### src/rtl/core/hars_pkg.sv
// Package for the health-aware round-robin selector.
// Holds list sizing constants, operation and status codes.
// No dependencies.
`default_nettype none

package hars_pkg;

    localparam int MAX_ENTRIES = 32;
    localparam int IDX_W       = $clog2(MAX_ENTRIES);
    localparam int CNT_W       = $clog2(MAX_ENTRIES + 1);
    localparam int PORT_W      = 16;

    typedef enum logic {
        OP_SELECT = 1'b0,
        OP_HEALTH = 1'b1
    } op_t;

    typedef enum logic [2:0] {
        ST_SERVED  = 3'd0,
        ST_NONE    = 3'd1,
        ST_ADDED   = 3'd2,
        ST_PRESENT = 3'd3,
        ST_REMOVED = 3'd4,
        ST_ABSENT  = 3'd5,
        ST_FULL    = 3'd6
    } status_t;

endpackage

`default_nettype wire

### src/rtl/core/hars_req_if.sv
// Request channel of the selector: valid/ready plus one request item.
// Depends on hars_pkg.
`default_nettype none

interface hars_req_if import hars_pkg::*; ();
    logic              valid;
    logic              ready;
    op_t               operation;
    logic [PORT_W-1:0] port;
    logic              healthy;

    modport source (output valid, output operation, output port, output healthy,
                    input ready);
    modport sink   (input valid, input operation, input port, input healthy,
                    output ready);
endinterface

`default_nettype wire

### src/rtl/core/hars_rsp_if.sv
// Response channel of the selector: valid/ready plus one result item.
// Depends on hars_pkg.
`default_nettype none

interface hars_rsp_if import hars_pkg::*; ();
    logic              valid;
    logic              ready;
    logic [PORT_W-1:0] chosen_port;
    status_t           status;

    modport source (output valid, output chosen_port, output status, input ready);
    modport sink   (input valid, input chosen_port, input status, output ready);
endinterface

`default_nettype wire

### src/rtl/core/health_aware_round_robin_selector_unit.sv
// Health-aware round-robin selector: top level with list memory and sequencer.
// Depends on hars_pkg, hars_req_if and hars_rsp_if.
//
// The block keeps an ordered, gap-free list of healthy backend ports in a
// 32-entry single-port-write, one-read synchronous memory and hands them out
// in rotation. A select item returns none on an empty list, else the entry at
// the rotating index (wrapped to zero once it reaches the entry count), read
// through the memory read register and the result register into the output
// register. A health item walks the list one entry per cycle looking for the
// port; a passing port is appended if absent and the list is not full, a
// failing port is removed and the later entries are copied down one per
// cycle, the copy-down carrying on from the entry where the walk stopped.
// The block takes no new item until it is through with the last: one item is
// in work at a time; a finished result waits in the output register while the
// next item is accepted, and a result not yet taken holds the next one back.
// No clearing pass is needed after reset: only entries below the count are
// ever used.
`default_nettype none

module health_aware_round_robin_selector_unit import hars_pkg::*; (
    input  wire logic   clk,
    input  wire logic   rst_n,
    hars_req_if.sink    req,
    hars_rsp_if.source  rsp
);

    typedef enum logic [4:0] {
        S_IDLE  = 5'b00001,
        S_SEL   = 5'b00010,
        S_SCAN  = 5'b00100,
        S_SHIFT = 5'b01000,
        S_RESP  = 5'b10000
    } state_t;

    state_t            state_reg, state_next;
    logic              healthy_reg, healthy_next;
    logic [PORT_W-1:0] port_reg, port_next;
    logic [CNT_W-1:0]  cnt_reg, cnt_next;
    logic [CNT_W-1:0]  nidx_reg, nidx_next;
    logic [IDX_W-1:0]  idx_reg, idx_next;
    logic [PORT_W-1:0] res_port_reg, res_port_next;
    status_t           res_status_reg, res_status_next;
    logic              out_valid_reg, out_valid_next;
    logic [PORT_W-1:0] out_port_reg, out_port_next;
    status_t           out_status_reg, out_status_next;

    // list memory
    logic [PORT_W-1:0] mem [MAX_ENTRIES];
    logic [PORT_W-1:0] rd_data_reg;
    logic              mem_re, mem_we;
    logic [IDX_W-1:0]  mem_ra, mem_wa;
    logic [PORT_W-1:0] mem_wd;

    logic [CNT_W-1:0]  idx_p1, idx_p2;
    logic              scan_hit, scan_last;

    assign idx_p1    = CNT_W'(idx_reg) + CNT_W'(1);
    assign idx_p2    = CNT_W'(idx_reg) + CNT_W'(2);
    assign scan_hit  = (cnt_reg != '0) && (rd_data_reg == port_reg);
    assign scan_last = (idx_p1 >= cnt_reg);

    assign req.ready       = (state_reg == S_IDLE);
    assign rsp.valid       = out_valid_reg;
    assign rsp.chosen_port = out_port_reg;
    assign rsp.status      = out_status_reg;

    always_ff @(posedge clk)
    begin
        if (mem_we)
        begin
            mem[mem_wa] <= mem_wd;
        end
        if (mem_re)
        begin
            rd_data_reg <= mem[mem_ra];
        end
    end

    always_comb
    begin
        state_next      = state_reg;
        healthy_next    = healthy_reg;
        port_next       = port_reg;
        cnt_next        = cnt_reg;
        nidx_next       = nidx_reg;
        idx_next        = idx_reg;
        res_port_next   = res_port_reg;
        res_status_next = res_status_reg;
        out_valid_next  = out_valid_reg;
        out_port_next   = out_port_reg;
        out_status_next = out_status_reg;
        mem_re          = 1'b0;
        mem_ra          = '0;
        mem_we          = 1'b0;
        mem_wa          = '0;
        mem_wd          = '0;

        // drop the result once taken
        if (out_valid_reg && rsp.ready)
        begin
            out_valid_next = 1'b0;
        end

        case (state_reg)
            S_IDLE:
            begin
                if (req.valid)
                begin
                    healthy_next = req.healthy;
                    port_next    = req.port;
                    if (req.operation == OP_SELECT)
                    begin
                        if (cnt_reg == '0)
                        begin
                            res_port_next   = '0;
                            res_status_next = ST_NONE;
                            state_next      = S_RESP;
                        end
                        else
                        begin
                            // wrap the rotating index before the read
                            if (nidx_reg >= cnt_reg)
                            begin
                                idx_next = '0;
                            end
                            else
                            begin
                                idx_next = nidx_reg[IDX_W-1:0];
                            end
                            mem_re     = 1'b1;
                            mem_ra     = idx_next;
                            state_next = S_SEL;
                        end
                    end
                    else
                    begin
                        // start the walk at entry zero
                        idx_next   = '0;
                        mem_re     = 1'b1;
                        mem_ra     = '0;
                        state_next = S_SCAN;
                    end
                end
            end

            S_SEL:
            begin
                res_port_next   = rd_data_reg;
                res_status_next = ST_SERVED;
                nidx_next       = idx_p1;
                state_next      = S_RESP;
            end

            S_SCAN:
            begin
                res_port_next = '0;
                if (scan_hit)
                begin
                    if (healthy_reg)
                    begin
                        res_status_next = ST_PRESENT;
                        state_next      = S_RESP;
                    end
                    else if (scan_last)
                    begin
                        // last entry removed: nothing to copy down
                        cnt_next        = cnt_reg - CNT_W'(1);
                        res_status_next = ST_REMOVED;
                        state_next      = S_RESP;
                    end
                    else
                    begin
                        mem_re     = 1'b1;
                        mem_ra     = idx_p1[IDX_W-1:0];
                        state_next = S_SHIFT;
                    end
                end
                else if (scan_last)
                begin
                    state_next = S_RESP;
                    if (!healthy_reg)
                    begin
                        res_status_next = ST_ABSENT;
                    end
                    else if (cnt_reg >= CNT_W'(MAX_ENTRIES))
                    begin
                        res_status_next = ST_FULL;
                    end
                    else
                    begin
                        mem_we          = 1'b1;
                        mem_wa          = cnt_reg[IDX_W-1:0];
                        mem_wd          = port_reg;
                        cnt_next        = cnt_reg + CNT_W'(1);
                        res_status_next = ST_ADDED;
                    end
                end
                else
                begin
                    mem_re   = 1'b1;
                    mem_ra   = idx_p1[IDX_W-1:0];
                    idx_next = idx_p1[IDX_W-1:0];
                end
            end

            S_SHIFT:
            begin
                // copy entry idx+1 into idx; reads run one entry ahead
                mem_we = 1'b1;
                mem_wa = idx_reg;
                mem_wd = rd_data_reg;
                if (idx_p2 < cnt_reg)
                begin
                    mem_re   = 1'b1;
                    mem_ra   = idx_p2[IDX_W-1:0];
                    idx_next = idx_p1[IDX_W-1:0];
                end
                else
                begin
                    cnt_next        = cnt_reg - CNT_W'(1);
                    res_status_next = ST_REMOVED;
                    state_next      = S_RESP;
                end
            end

            S_RESP:
            begin
                // hold until the output register is free
                if (!out_valid_reg || rsp.ready)
                begin
                    out_valid_next  = 1'b1;
                    out_port_next   = res_port_reg;
                    out_status_next = res_status_reg;
                    state_next      = S_IDLE;
                end
            end

            default:
            begin
                state_next = S_IDLE;
            end
        endcase
    end

    always_ff @(posedge clk or negedge rst_n)
    begin
        if (!rst_n)
        begin
            state_reg     <= S_IDLE;
            cnt_reg       <= '0;
            nidx_reg      <= '0;
            out_valid_reg <= 1'b0;
        end
        else
        begin
            state_reg     <= state_next;
            cnt_reg       <= cnt_next;
            nidx_reg      <= nidx_next;
            out_valid_reg <= out_valid_next;
        end
    end

    always_ff @(posedge clk)
    begin
        healthy_reg    <= healthy_next;
        port_reg       <= port_next;
        idx_reg        <= idx_next;
        res_port_reg   <= res_port_next;
        res_status_reg <= res_status_next;
        out_port_reg   <= out_port_next;
        out_status_reg <= out_status_next;
    end

`ifndef SYNTHESIS
    a_cnt_bound: assert property (@(posedge clk) disable iff (!rst_n)
        cnt_reg <= CNT_W'(MAX_ENTRIES))
        else $error("entry count above list size");

    a_shift_range: assert property (@(posedge clk) disable iff (!rst_n)
        state_reg == S_SHIFT |-> idx_p1 < cnt_reg)
        else $error("copy-down past the last entry");

    a_accept_busy: assert property (@(posedge clk) disable iff (!rst_n)
        req.valid && req.ready |=> state_reg != S_IDLE)
        else $error("accepted item did not start work");

    a_port_zero: assert property (@(posedge clk) disable iff (!rst_n)
        out_valid_reg && out_status_reg != ST_SERVED |-> out_port_reg == '0)
        else $error("nonzero port on a result that is not a served select");

    a_served_nonempty: assert property (@(posedge clk) disable iff (!rst_n)
        state_reg == S_SEL |-> cnt_reg != '0)
        else $error("select read on an empty list");
`endif

endmodule

`default_nettype wire

### src/flat_wrapper.sv
// flat-port wrapper written by rule: the top's interface ports become plain ports
module health_aware_round_robin_selector_unit_flat import hars_pkg::*;
  (clk, rst_n, req_valid, req_operation, req_port, req_healthy, req_ready, rsp_valid, rsp_chosen_port, rsp_status, rsp_ready);
  hars_req_if req_i ();
  hars_rsp_if rsp_i ();
  input  wire logic clk;
  input  wire logic rst_n;
  input wire logic [$bits(req_i.valid)-1:0] req_valid;
  input wire logic [$bits(req_i.operation)-1:0] req_operation;
  input wire logic [$bits(req_i.port)-1:0] req_port;
  input wire logic [$bits(req_i.healthy)-1:0] req_healthy;
  output wire logic [$bits(req_i.ready)-1:0] req_ready;
  output wire logic [$bits(rsp_i.valid)-1:0] rsp_valid;
  output wire logic [$bits(rsp_i.chosen_port)-1:0] rsp_chosen_port;
  output wire logic [$bits(rsp_i.status)-1:0] rsp_status;
  input wire logic [$bits(rsp_i.ready)-1:0] rsp_ready;
  assign req_i.valid = req_valid;
  assign req_i.operation = req_operation;
  assign req_i.port = req_port;
  assign req_i.healthy = req_healthy;
  assign req_ready = req_i.ready;
  assign rsp_valid = rsp_i.valid;
  assign rsp_chosen_port = rsp_i.chosen_port;
  assign rsp_status = rsp_i.status;
  assign rsp_i.ready = rsp_ready;
  health_aware_round_robin_selector_unit u_core (.clk(clk), .rst_n(rst_n), .req(req_i), .rsp(rsp_i));
endmodule
### config.mk
export PLATFORM = sky130hd
export DESIGN_NAME = health_aware_round_robin_selector_unit_flat
export DESIGN_NICKNAME = d
export VERILOG_FILES = /design/src/rtl/core/hars_pkg.sv /design/src/rtl/core/hars_req_if.sv /design/src/rtl/core/hars_rsp_if.sv /design/src/rtl/core/health_aware_round_robin_selector_unit.sv /design/src/flat_wrapper.sv
export SDC_FILE = /design/constraint.sdc
export NUM_CORES = 1
export LEC_CHECK = 0
export BUFFER_PORTS_ARGS = -buffer_cell sky130_fd_sc_hd__buf_4
export CAP_MARGIN = 20
export CORE_MARGIN = 2
export CORE_UTILIZATION = 50
export DETAILED_ROUTE_END_ITERATION = 8
export PLACE_DENSITY = 0.72
export SLEW_MARGIN = 20
export SYNTH_ARGS = -nofsm -noshare
export SYNTH_HDL_FRONTEND = slang
export SYNTH_SLANG_ARGS = --single-unit
### constraint.sdc
create_clock -name clk -period 10 [get_ports clk]
set_clock_uncertainty 0.15 [all_clocks]
set_input_delay 1.5 -clock clk [delete_from_list [all_inputs] [get_ports clk]]
set_output_delay 1.5 -clock clk [all_outputs]
set_load 0.03 [all_outputs]
==> metrics.txt, run 1 <==
Simple-Gate Fraction of Synth Area under 10%; Iter 0 DRT Violations roughly 2,400; sum of negative setup slack 0 ns; syn nets approximately 2,000; io pins 43; Avg WL per Cell around 26 um; number of synthesized flops with an enable pin around 590; Sequential Power Share about half; Max Cap Viol 0; grt ovf 0; total iterations of the first detailed-routing run 5; final period utilization between 60% and 70%; clock latency on the worst-skew pair roughly 0.64 ns; sequential fraction of the synthesis area 70.4%; DIE WIDTH ~230 um; final-report setup violation count 0; cell area after synthesis 0.0257 sq mm; nature of the critical path endpoint flop; post-detail-place hpwl ~40,000 um; CTS tree yes; Post-synth top cells edfxtp_1, a211oi_1, nand2_1; largest family of logic cells by synthesized area compound AO/OA/AOI/OAI gates; PortBufs 42; Post-CTS Resized 0; Crit path arrival time 6.66 ns; htree depth 2; Clk network pwr share between 30% and 40%; run status completed; Slew HR approximately 24%; CP Launch Type flop; Setup Crit Path Kind flop to flop; Worst Path Max Fanout between 60 and 70; Die Y approximately 230 um; layout cell share with drive strength beyond 1 between 10% and 20%; mean post-synth cell area about 14 sq um; Synth Register Bits roughly 600; final core utilization a little under three fifths; Post-DRT Antenna Nets 0; Layout Nets ~2,000; P per Cell Area about 210 mW/mm^2; Slowest cell on crit path buf_4; Initial Util 50.4%; Synth Flop Type edfxtp_1; CTS buffer count 60; most numerous cell in the Yosys netlist edfxtp_1; first-pass GRT wire length 102,000 um; mux cell area share after synthesis 2.11%; Post-CTS Setup Bufs 0; CP max stage delay between 0.6 and 0.7 ns; crit-path most repeated cell buf_4; Remaining DRCs 0; Least-Margin Pin Slew approximately 1.1 ns; Psw roughly 1700 uW; cell count after synthesis about 1,900; vias post-DR between 15,000 and 20,000; GP Congestion ~0.9; die footprint between 0.05 and 0.06 sq mm; Peak Freq 157 MHz; clock root cell clkbuf_16; adder-cell share of the synthesized area 1.12%; RSZ-0062 raised after global routing no; Hold Slack between 0.2 and 0.3 ns; row cnt 83; Compound-Gate Fraction of Synth Area between 10% and 20%; final hold violation count 0; share of flip-flops with an asynchronous set or reset roughly 3.0%; YS warnings 0; Slew Viols, Final 0; CP cell instances ha_1 > xor2_4 > buf_4 > ha_1 > a21oi_1 > o21ai_0 > a21bo_2 > a31oi_4 > buf_4 > a211o_2 > buf_4 > buf_4 > a211oi_1 > o21ai_0 > nand4_1 > a21oi_1; maximum root-to-sink buffer count 3; core area about 0.051 sq mm; Int Pwr ~4500 uW; GRT Overall Usage 25.7%; Worst-path clk slew roughly 0.07 ns; initial antenna violation count 2; Clock Sinks around 600; top-area cell type share of the netlist area between 60% and 70%; final wirelength 68,300 um; post-layout minimum cycle time approximately 6.4 ns; via/cell ratio 6.31; Filler Cells Inserted about 4,000; Most flops, register u_core.mem; Layout area overhead 12.4%; pin count of the biggest net entering global routing 145; post-cts hold buffer count 0; static leakage 0.00969 uW; Hold WC Path Type flop to flop; Synth Area in XOR/XNOR 0.919%; distinct cell type count after synthesis 60; Comb power frac between 10 and 15%; worst vdd ir about 0.17 mV; CP required about 10 ns; antenna cells 0; Yosys top cell by area edfxtp_1; vias in the first global route between 15,000 and 20,000; switching part of the total a little over a quarter; Largest register FFs a little over 500; Area contributors post-synth edfxtp_1, a211oi_1, nand2_1
==> cell type report <==
| type | count | area [sq um] | area share (%) |
|---|---|---|---|
| Sequential cell | 606 | 18100 | 62.6 |
| Multi-Input combinational cell | 1030 | 6610 | 22.8 |
| Clock buffer | 70 | 1560 | 5.39 |
| Timing Repair Buffer | 115 | 876 | 3.03 |
| Tap cell | 680 | 851 | 2.94 |
| Inverter | 136 | 510 | 1.76 |
| Clock inverter | 41 | 417 | 1.44 |
==> per-stage QoR <==
step                total power [uW]  setup WS [ns]  instance area [sq um]  cells
floorplan                       3630           5.35                  25700   1905
global placement                3940           3.96                  26900   2567
detailed placement              3960           3.93                  26900   2567
CTS                             6200           3.87                  28900   2678
global route                    6400           3.39                  28900   2678
finish                          6200           3.64                  28900   2678
==> routing by layer <==
metal  vias up  wire (um)  GRT usage (%)
li1       7362          -              -
met1      8447      27200           36.2
met2       942      31800           39.7
met3       140       7240           5.85
met4         2       2010           8.35
met5         -         10              0
==> kinds of logic (layout without fill, tap and decap cells) <==
family,count (synthesis),after routing
flip-flops,606,606
AND/OR/NAND/NOR,464,464
AO/OA/AOI/OAI,463,463
buffers and inverters,269,362
multiplexers,53,53
XOR/XNOR,27,27
adder cells (fa/ha/maj),23,23
==> power by group through the flow <==
stage / Sequential [uW] / Combinational, uW / Clock [uW]
finish: 3050 / 883 / 2270
global route: 3060 / 946 / 2390
CTS: 3050 / 869 / 2290
detailed placement: 3100 / 862 / 0
global placement: 3100 / 846 / 0
floorplan: 3070 / 560 / 0
==> layout by cell type, fill, tap and decap left out, drive strengths merged, types with 5 or more instances in the layout <==
cell type and count:
nand2 199, mux2i 44, clkinvlp 5, mux2 9, a2111oi 9, a221oi 18, nand4 23, buf 115
nand3 117, and2 21, and3 5, dfrtp 17, nor3 16, edfxtp 588, o21ai 70, nor2b 6
xnor2 25, a32oi 7, a21oi 25, a31oi 32, a211oi 249, inv 139, a22o 22, bufinv 7
ha 23, o22ai 5, nor2 60, clkbuf 70, clkinv 26
==> final timing paths <==
kind | start | endpoint | slack (ns) | cells past startpoint
hold / removal | u_core.res_port_reg[15]$_SDFFCE_PN0P_ | u_core.rsp.chosen_port[15]$_DFFE_PP_ | 0.27 | 0
setup reg to reg | u_core.idx_reg[0]$_DFFE_PP_ | u_core.rd_data_reg[7]$_DFFE_PP_ | 3.64 | 16
hold reg to reg | u_core.res_port_reg[15]$_SDFFCE_PN0P_ | u_core.rsp.chosen_port[15]$_DFFE_PP_ | 0.27 | 0
min in group asynchronous | rst_n | u_core.state_reg[2]$_DFFE_PN0P_ | 0.59 | 1
setup / recovery | u_core.idx_reg[0]$_DFFE_PP_ | u_core.rd_data_reg[7]$_DFFE_PP_ | 3.64 | 16
max in group asynchronous | rst_n | u_core.state_reg[0]$_DFFE_PN1P_ | 8.85 | 1
==> worst max-delay path, delay by kind of cell (launching register included) <==
kind	cells	cell delay, ns
AO/OA/AOI/OAI	8	1.92
AND/OR/NAND/NOR	1	0.46
buffers and inverters	4	2.19
flip-flops	1	0.54
adder cells (fa/ha/maj)	2	0.71
XOR/XNOR	1	0.15
Note: power is estimated with default switching activity, not from simulation.
==> inputs of run 2 (changes only) <==
==> constraint.sdc (replaced) <==
create_clock -name clk -period 6.2 [get_ports clk]
set_clock_uncertainty 0.15 [all_clocks]
set_input_delay 0.93 -clock clk [delete_from_list [all_inputs] [get_ports clk]]
set_output_delay 0.93 -clock clk [all_outputs]
set_load 0.03 [all_outputs]
==> metrics.txt, run 2 (synthesis gave the netlist of run 1 again) <==
run status completed; post-cts hold buffer count 0; grt ovf 0; antenna cells 0; CP Launch Type flop; Slew Viols, Final 0; final wirelength roughly 67,000 um; Crit path arrival time ~6.2 ns; Largest delay share family, worst path compound AO/OA/AOI/OAI gates; GP Congestion about 0.9; Max Cap Viol 0; first-pass GRT wire length a little over 100,000 um; core area around 0.051 sq mm; PortBufs 42; final-report setup violation count 0; row cnt between 80 and 90; vias post-DR 16,800; most frequent cells in the layout edfxtp_1, a211oi_1, nand2_1; Slowest cell on crit path a211o_2; static leakage 0.00988 uW; post-layout minimum cycle time between 5 and 6 ns; Peak Freq ~170 MHz; clock latency on the worst-skew pair around 0.64 ns; Clock Sinks 606; sum of negative setup slack 0 ns; commonest non-fill, non-tap cell in the layout edfxtp_1; buffers plus inverters on the worst setup path 2; CP max stage delay just under 0.8 ns; Worst-path clk slew 0.06 ns; post-detail-place hpwl about 40,000 um; CTS tree yes; Post-CTS Resized 0; Placed Cells about 2,600; clock root cell clkbuf_16; CTS buffer count around 60; Hold WC Path Type input port to asynchronous set/reset pin; final period utilization 94.2%; Non-Filler Instances 2,696; Post-DRT Antenna Nets 0; nature of the critical path endpoint flop; layout cell share with drive strength beyond 1 between 10% and 20%; initial antenna violation count 1; DIE WIDTH approximately 230 um; final hold violation count 0; Hold Slack 0.0237 ns; P per Cell Area around 350 mW/mm^2; Remaining DRCs 0; die footprint about 0.053 sq mm; htree depth 2; Most flops, register u_core.mem; Avg WL per Cell ~25 um; Die Y approximately 230 um; GRT Overall Usage 25.1%; CP cell instances ha_1 > nand3_1 > xnor2_1 > ha_1 > a21o_1 > a2111oi_0 > a21bo_2 > a31oi_4 > a211o_2 > buf_4 > buf_4 > a211oi_1 > o21ai_0 > nand4_1 > a21oi_1; Setup Crit Path Kind flop to flop; final core utilization between 50% and 60%; pin count of the biggest net entering global routing around 130; io pins between 40 and 50; register area around 0.018 sq mm; total iterations of the first detailed-routing run 8; CP required between 6 and 7 ns; footprint of the multi-input gates 0.00659 sq mm; worst vdd ir approximately 0.23 mV; Layout area overhead 13.8%; Least-Margin Pin Slew 0.985 ns; via/cell ratio between 6 and 7; Slew HR between 30% and 40%; Post-CTS Setup Bufs 0; maximum root-to-sink buffer count 3; vias in the first global route 16,000; Filler Cells Inserted between 3,000 and 4,000; Tot Pwr approximately 10,000 uW; Iter 0 DRT Violations around 2,300; RSZ-0062 raised after global routing no; Largest register FFs between 500 and 600; Initial Util 50.4%; Layout Nets about 2,000; Worst Path Max Fanout 34
run 2: cell count changes in the layout (fill, tap and decap cells not counted), sizes merged:
| cell | change |
|---|---|
| bufinv | +7 |
| clkinv | -2 |
| buf | +17 |
| clkbuf | -3 |
| inv | -1 |
run 2: layout make-up:
type / instances / area share (%)
Clock inverter: 45 / 2.19
Inverter: 136 / 1.74
Sequential cell: 606 / 61.9
Multi-Input combinational cell: 1030 / 22.5
Clock buffer: 67 / 5.15
Tap cell: 680 / 2.91
Timing Repair Buffer: 132 / 3.64
run 2: final timing paths:
check / startpoint / endpoint / slack [ns] / cells after the start
worst max-delay path: u_core.idx_reg[1]$_DFFE_PP_ / u_core.rd_data_reg[14]$_DFFE_PP_ / 0.36 / 15
worst min-delay path: rst_n / u_core.nidx_reg[4]$_DFFE_PN0P_ / 0.02 / 1
worst max register to register: u_core.idx_reg[1]$_DFFE_PP_ / u_core.rd_data_reg[14]$_DFFE_PP_ / 0.36 / 15
worst min register to register: u_core.res_port_reg[13]$_SDFFCE_PN0P_ / u_core.rsp.chosen_port[13]$_DFFE_PP_ / 0.27 / 0
max in group asynchronous: rst_n / u_core.state_reg[0]$_DFFE_PN1P_ / 5.60 / 1
min in group clk: u_core.res_port_reg[13]$_SDFFCE_PN0P_ / u_core.rsp.chosen_port[13]$_DFFE_PP_ / 0.27 / 0
run 2: power by group:
part	internal, uW	total (uW)	switching [uW]
Clock	2350	3910	1570
Sequential	4730	4910	186
Combinational	446	1440	992
Total	7520	10300	2740
run 2: through the flow:
stage	instance area [sq um]	worst slack [ns]
finish	29300	0.362
global route	29300	0.122
CTS	29300	0.524
detailed placement	27100	0.539
global placement	27100	0.723
floorplan	25700	1.55
run 2: per-layer routing:
| layer | up-vias | track usage [%] | wire length [um] |
|---|---|---|---|
| met5 | - | 0 | 16 |
| met4 | 2 | 9.68 | 2560 |
| met3 | 139 | 5.83 | 7410 |
| met2 | 969 | 37.8 | 30400 |
| met1 | 8299 | 35.5 | 26800 |
| li1 | 7398 | - | - |
==> inputs of run 3 (changes only) <==
--- a/config.mk
+++ b/config.mk
@@ -5,6 +5,7 @@
 export SDC_FILE = /design/constraint.sdc
 export NUM_CORES = 1
 export LEC_CHECK = 0
+export ABC_AREA = 1
 export BUFFER_PORTS_ARGS = -buffer_cell sky130_fd_sc_hd__buf_4
 export CAP_MARGIN = 20
 export CORE_MARGIN = 2
==> metrics.txt, run 3 <==
run status completed; post-cts hold buffer count 0; sequential fraction of the synthesis area about two thirds; Post-DRT Antenna Nets 0; CP Launch Type flop; htree depth 3; core area roughly 0.054 sq mm; Worst-path clk slew roughly 0.050 ns; Die Y ~240 um; Metal-1 WL about 29,000 um; first-pass GRT wire length roughly 110,000 um; DR top layer met4; R2R cell count 18; Post-CTS Setup Bufs 0; crit-path most repeated cell nand2_1; Non-Filler Instances 3,338; setup ws final around 1.1 ns; syn nets around 2,600; Slew HR 25.1%; register area about 0.018 sq mm; final-report setup violation count 0; Slew Viols, Final 0; length of routed met3 wiring about 8100 um; mean post-synth cell area approximately 11 sq um; Initial Util about 50%; Max Cap Viol 0; clock latency on the worst-skew pair 0.60 ns; Filler Cells Inserted about 4,300; initial antenna violation count 1; footprint of the multi-input gates slightly above 0.007 sq mm; vias in the first global route around 18,000; Clock Sinks 606; share of flip-flops with an asynchronous set or reset between 2 and 3%; final period utilization 81.7%; Largest register FFs roughly 500; buffers plus inverters on the worst setup path 2; Least-Margin Pin Slew 1.12 ns; static leakage 0.0125 uW; Area contributors post-synth edfxtp_1, nand3_1, nand2_1; Yosys top cell by area edfxtp_1; Hold WC Path Type input port to asynchronous set/reset pin; Layout Nets 2,643; io pins 43; most numerous cell in the Yosys netlist edfxtp_1; final hold violation count 0; most frequent cells in the layout edfxtp_1, nand3_1, nand2_1; CP required 6.49 ns; post-layout minimum cycle time 5.07 ns; YS warnings 0; CTS tree yes; DIE WIDTH about 240 um; Setup Crit Path Kind flop to flop; setup slack, reg-to-reg 1.13 ns; die footprint between 0.05 and 0.06 sq mm; antenna cells 0; RR Endpoint u_core.rd_data_reg[0]$_DFFE_PP_; top-area cell type share of the netlist area 64.3%; GRT Overall Usage 25.5%; Remaining DRCs 0; clock root cell clkbuf_16; cell count after synthesis about 2,600; P per Cell Area around 350 mW/mm^2; maximum root-to-sink buffer count 3; PortBufs 42; Most flops, register u_core.mem; pin count of the biggest net entering global routing about 150; number of synthesized flops with an enable pin around 600; dpl ws 1.24 ns; CTS buffer count 66; vias post-DR 19,200; met2 WL 32,700 um; sum of negative setup slack 0 ns; Placed Cells roughly 3,200; Largest delay share family, worst path simple AND/OR/NAND/NOR gates; RSZ-0062 raised after global routing no; Post-synth top cells edfxtp_1, nand3_1, nand2_1; CP max stage delay 0.78 ns; final wirelength approximately 70,000 um; Synth Flop Type edfxtp_1; Layout area overhead 11.8%; CP cell instances ha_1 > xor2_1 > ha_1 > nand2_1 > nor2_1 > o21ai_1 > nand3_1 > nor2_1 > nand2_1 > nand3_4 > buf_4 > buf_4 > nand3_1 > nand3_1 > nand3_1 > nand2_1 > nand2_1 > nand2_1; Avg WL per Cell roughly 22 um; Hold Slack approximately 0.074 ns; Slowest cell on crit path buf_4; nature of the critical path endpoint flop; worst vdd ir between 0.2 and 0.25 mV; Reg-to-Reg Start u_core.idx_reg[0]$_DFFE_PP_; GP Congestion about 0.89; total iterations of the first detailed-routing run 6; layout cell share with drive strength beyond 1 under 10%; grt ovf 0; Post-CTS Resized 0; row cnt between 80 and 90; commonest non-fill, non-tap cell in the layout edfxtp_1; Peak Freq ~200 MHz; Synth Register Bits just over 600; distinct cell type count after synthesis 46; post-detail-place hpwl between 40,000 and 50,000 um; Iter 0 DRT Violations 2,421; via/cell ratio about 5.8; cell area after synthesis about 0.027 sq mm; Worst Path Max Fanout between 60 and 70; Crit path arrival time between 5 and 6 ns
run 3: layer usage:
layer  track usage [%]  up-vias
met2              39.2     1102
met1              36.1     9262
met3              5.09      123
met5                 0        -
met4              9.68        0
li1                  -     8719
run 3: report_power, final:
| part | switching [uW] | total (uW) | internal [uW] |
|---|---|---|---|
| sequential | 166 | 4990 | 4830 |
| combinational | 1490 | 2090 | 603 |
| clock | 1540 | 3710 | 2170 |
| total | 3200 | 10800 | 7600 |
run 3: kinds of logic (layout without fill, tap and decap cells):
family | count (synthesis) | in the layout | synth area share (%)
fa+ha+maj | 23 | 23 | 1.05
flops | 606 | 606 | 65.9
buf+inv | 573 | 661 | 8.52
simple gates | 1273 | 1273 | 22.6
xor+xnor | 13 | 13 | 0.414
compound gates | 66 | 66 | 1.48
run 3: final cells by class:
cell class	count	share of cell area (%)
Multi-Input combinational cell	1375	23.4
Sequential cell	606	58.9
Inverter	434	5.30
Tap cell	696	2.83
Timing Repair Buffer	115	3.01
Clock buffer	87	5.77
Clock inverter	25	0.762
run 3: worst max-delay path by stage:
stage | from | end | slack (ns) | cells after the start
5_1_grt | u_core.idx_reg[0]$_DFFE_PP_ | u_core.rd_data_reg[4]$_DFFE_PP_ | 0.85 | 20
3_5_place_dp | u_core.idx_reg[0]$_DFFE_PP_ | u_core.rd_data_reg[4]$_DFFE_PP_ | 1.24 | 18
6_report | u_core.idx_reg[0]$_DFFE_PP_ | u_core.rd_data_reg[0]$_DFFE_PP_ | 1.13 | 18
2_1_floorplan | u_core.idx_reg[0]$_DFFE_PP_ | u_core.mem[30][0]$_DFFE_PP_ | 2.51 | 13
4_1_cts | u_core.idx_reg[0]$_DFFE_PP_ | u_core.rd_data_reg[0]$_DFFE_PP_ | 1.23 | 18
3_3_place_gp | u_core.idx_reg[0]$_DFFE_PP_ | u_core.rd_data_reg[4]$_DFFE_PP_ | 1.30 | 20
run 3: through the flow:
step           total power (uW)  instance area (sq um)  util [%]
2_1_floorplan              6390                  27500         -
6_report                  10800                  30700      56.9
3_3_place_gp               7070                  28700      53.1
5_1_grt                   11200                  30700      56.9
4_1_cts                   10800                  30700      56.9
3_5_place_dp               7110                  28700      53.1
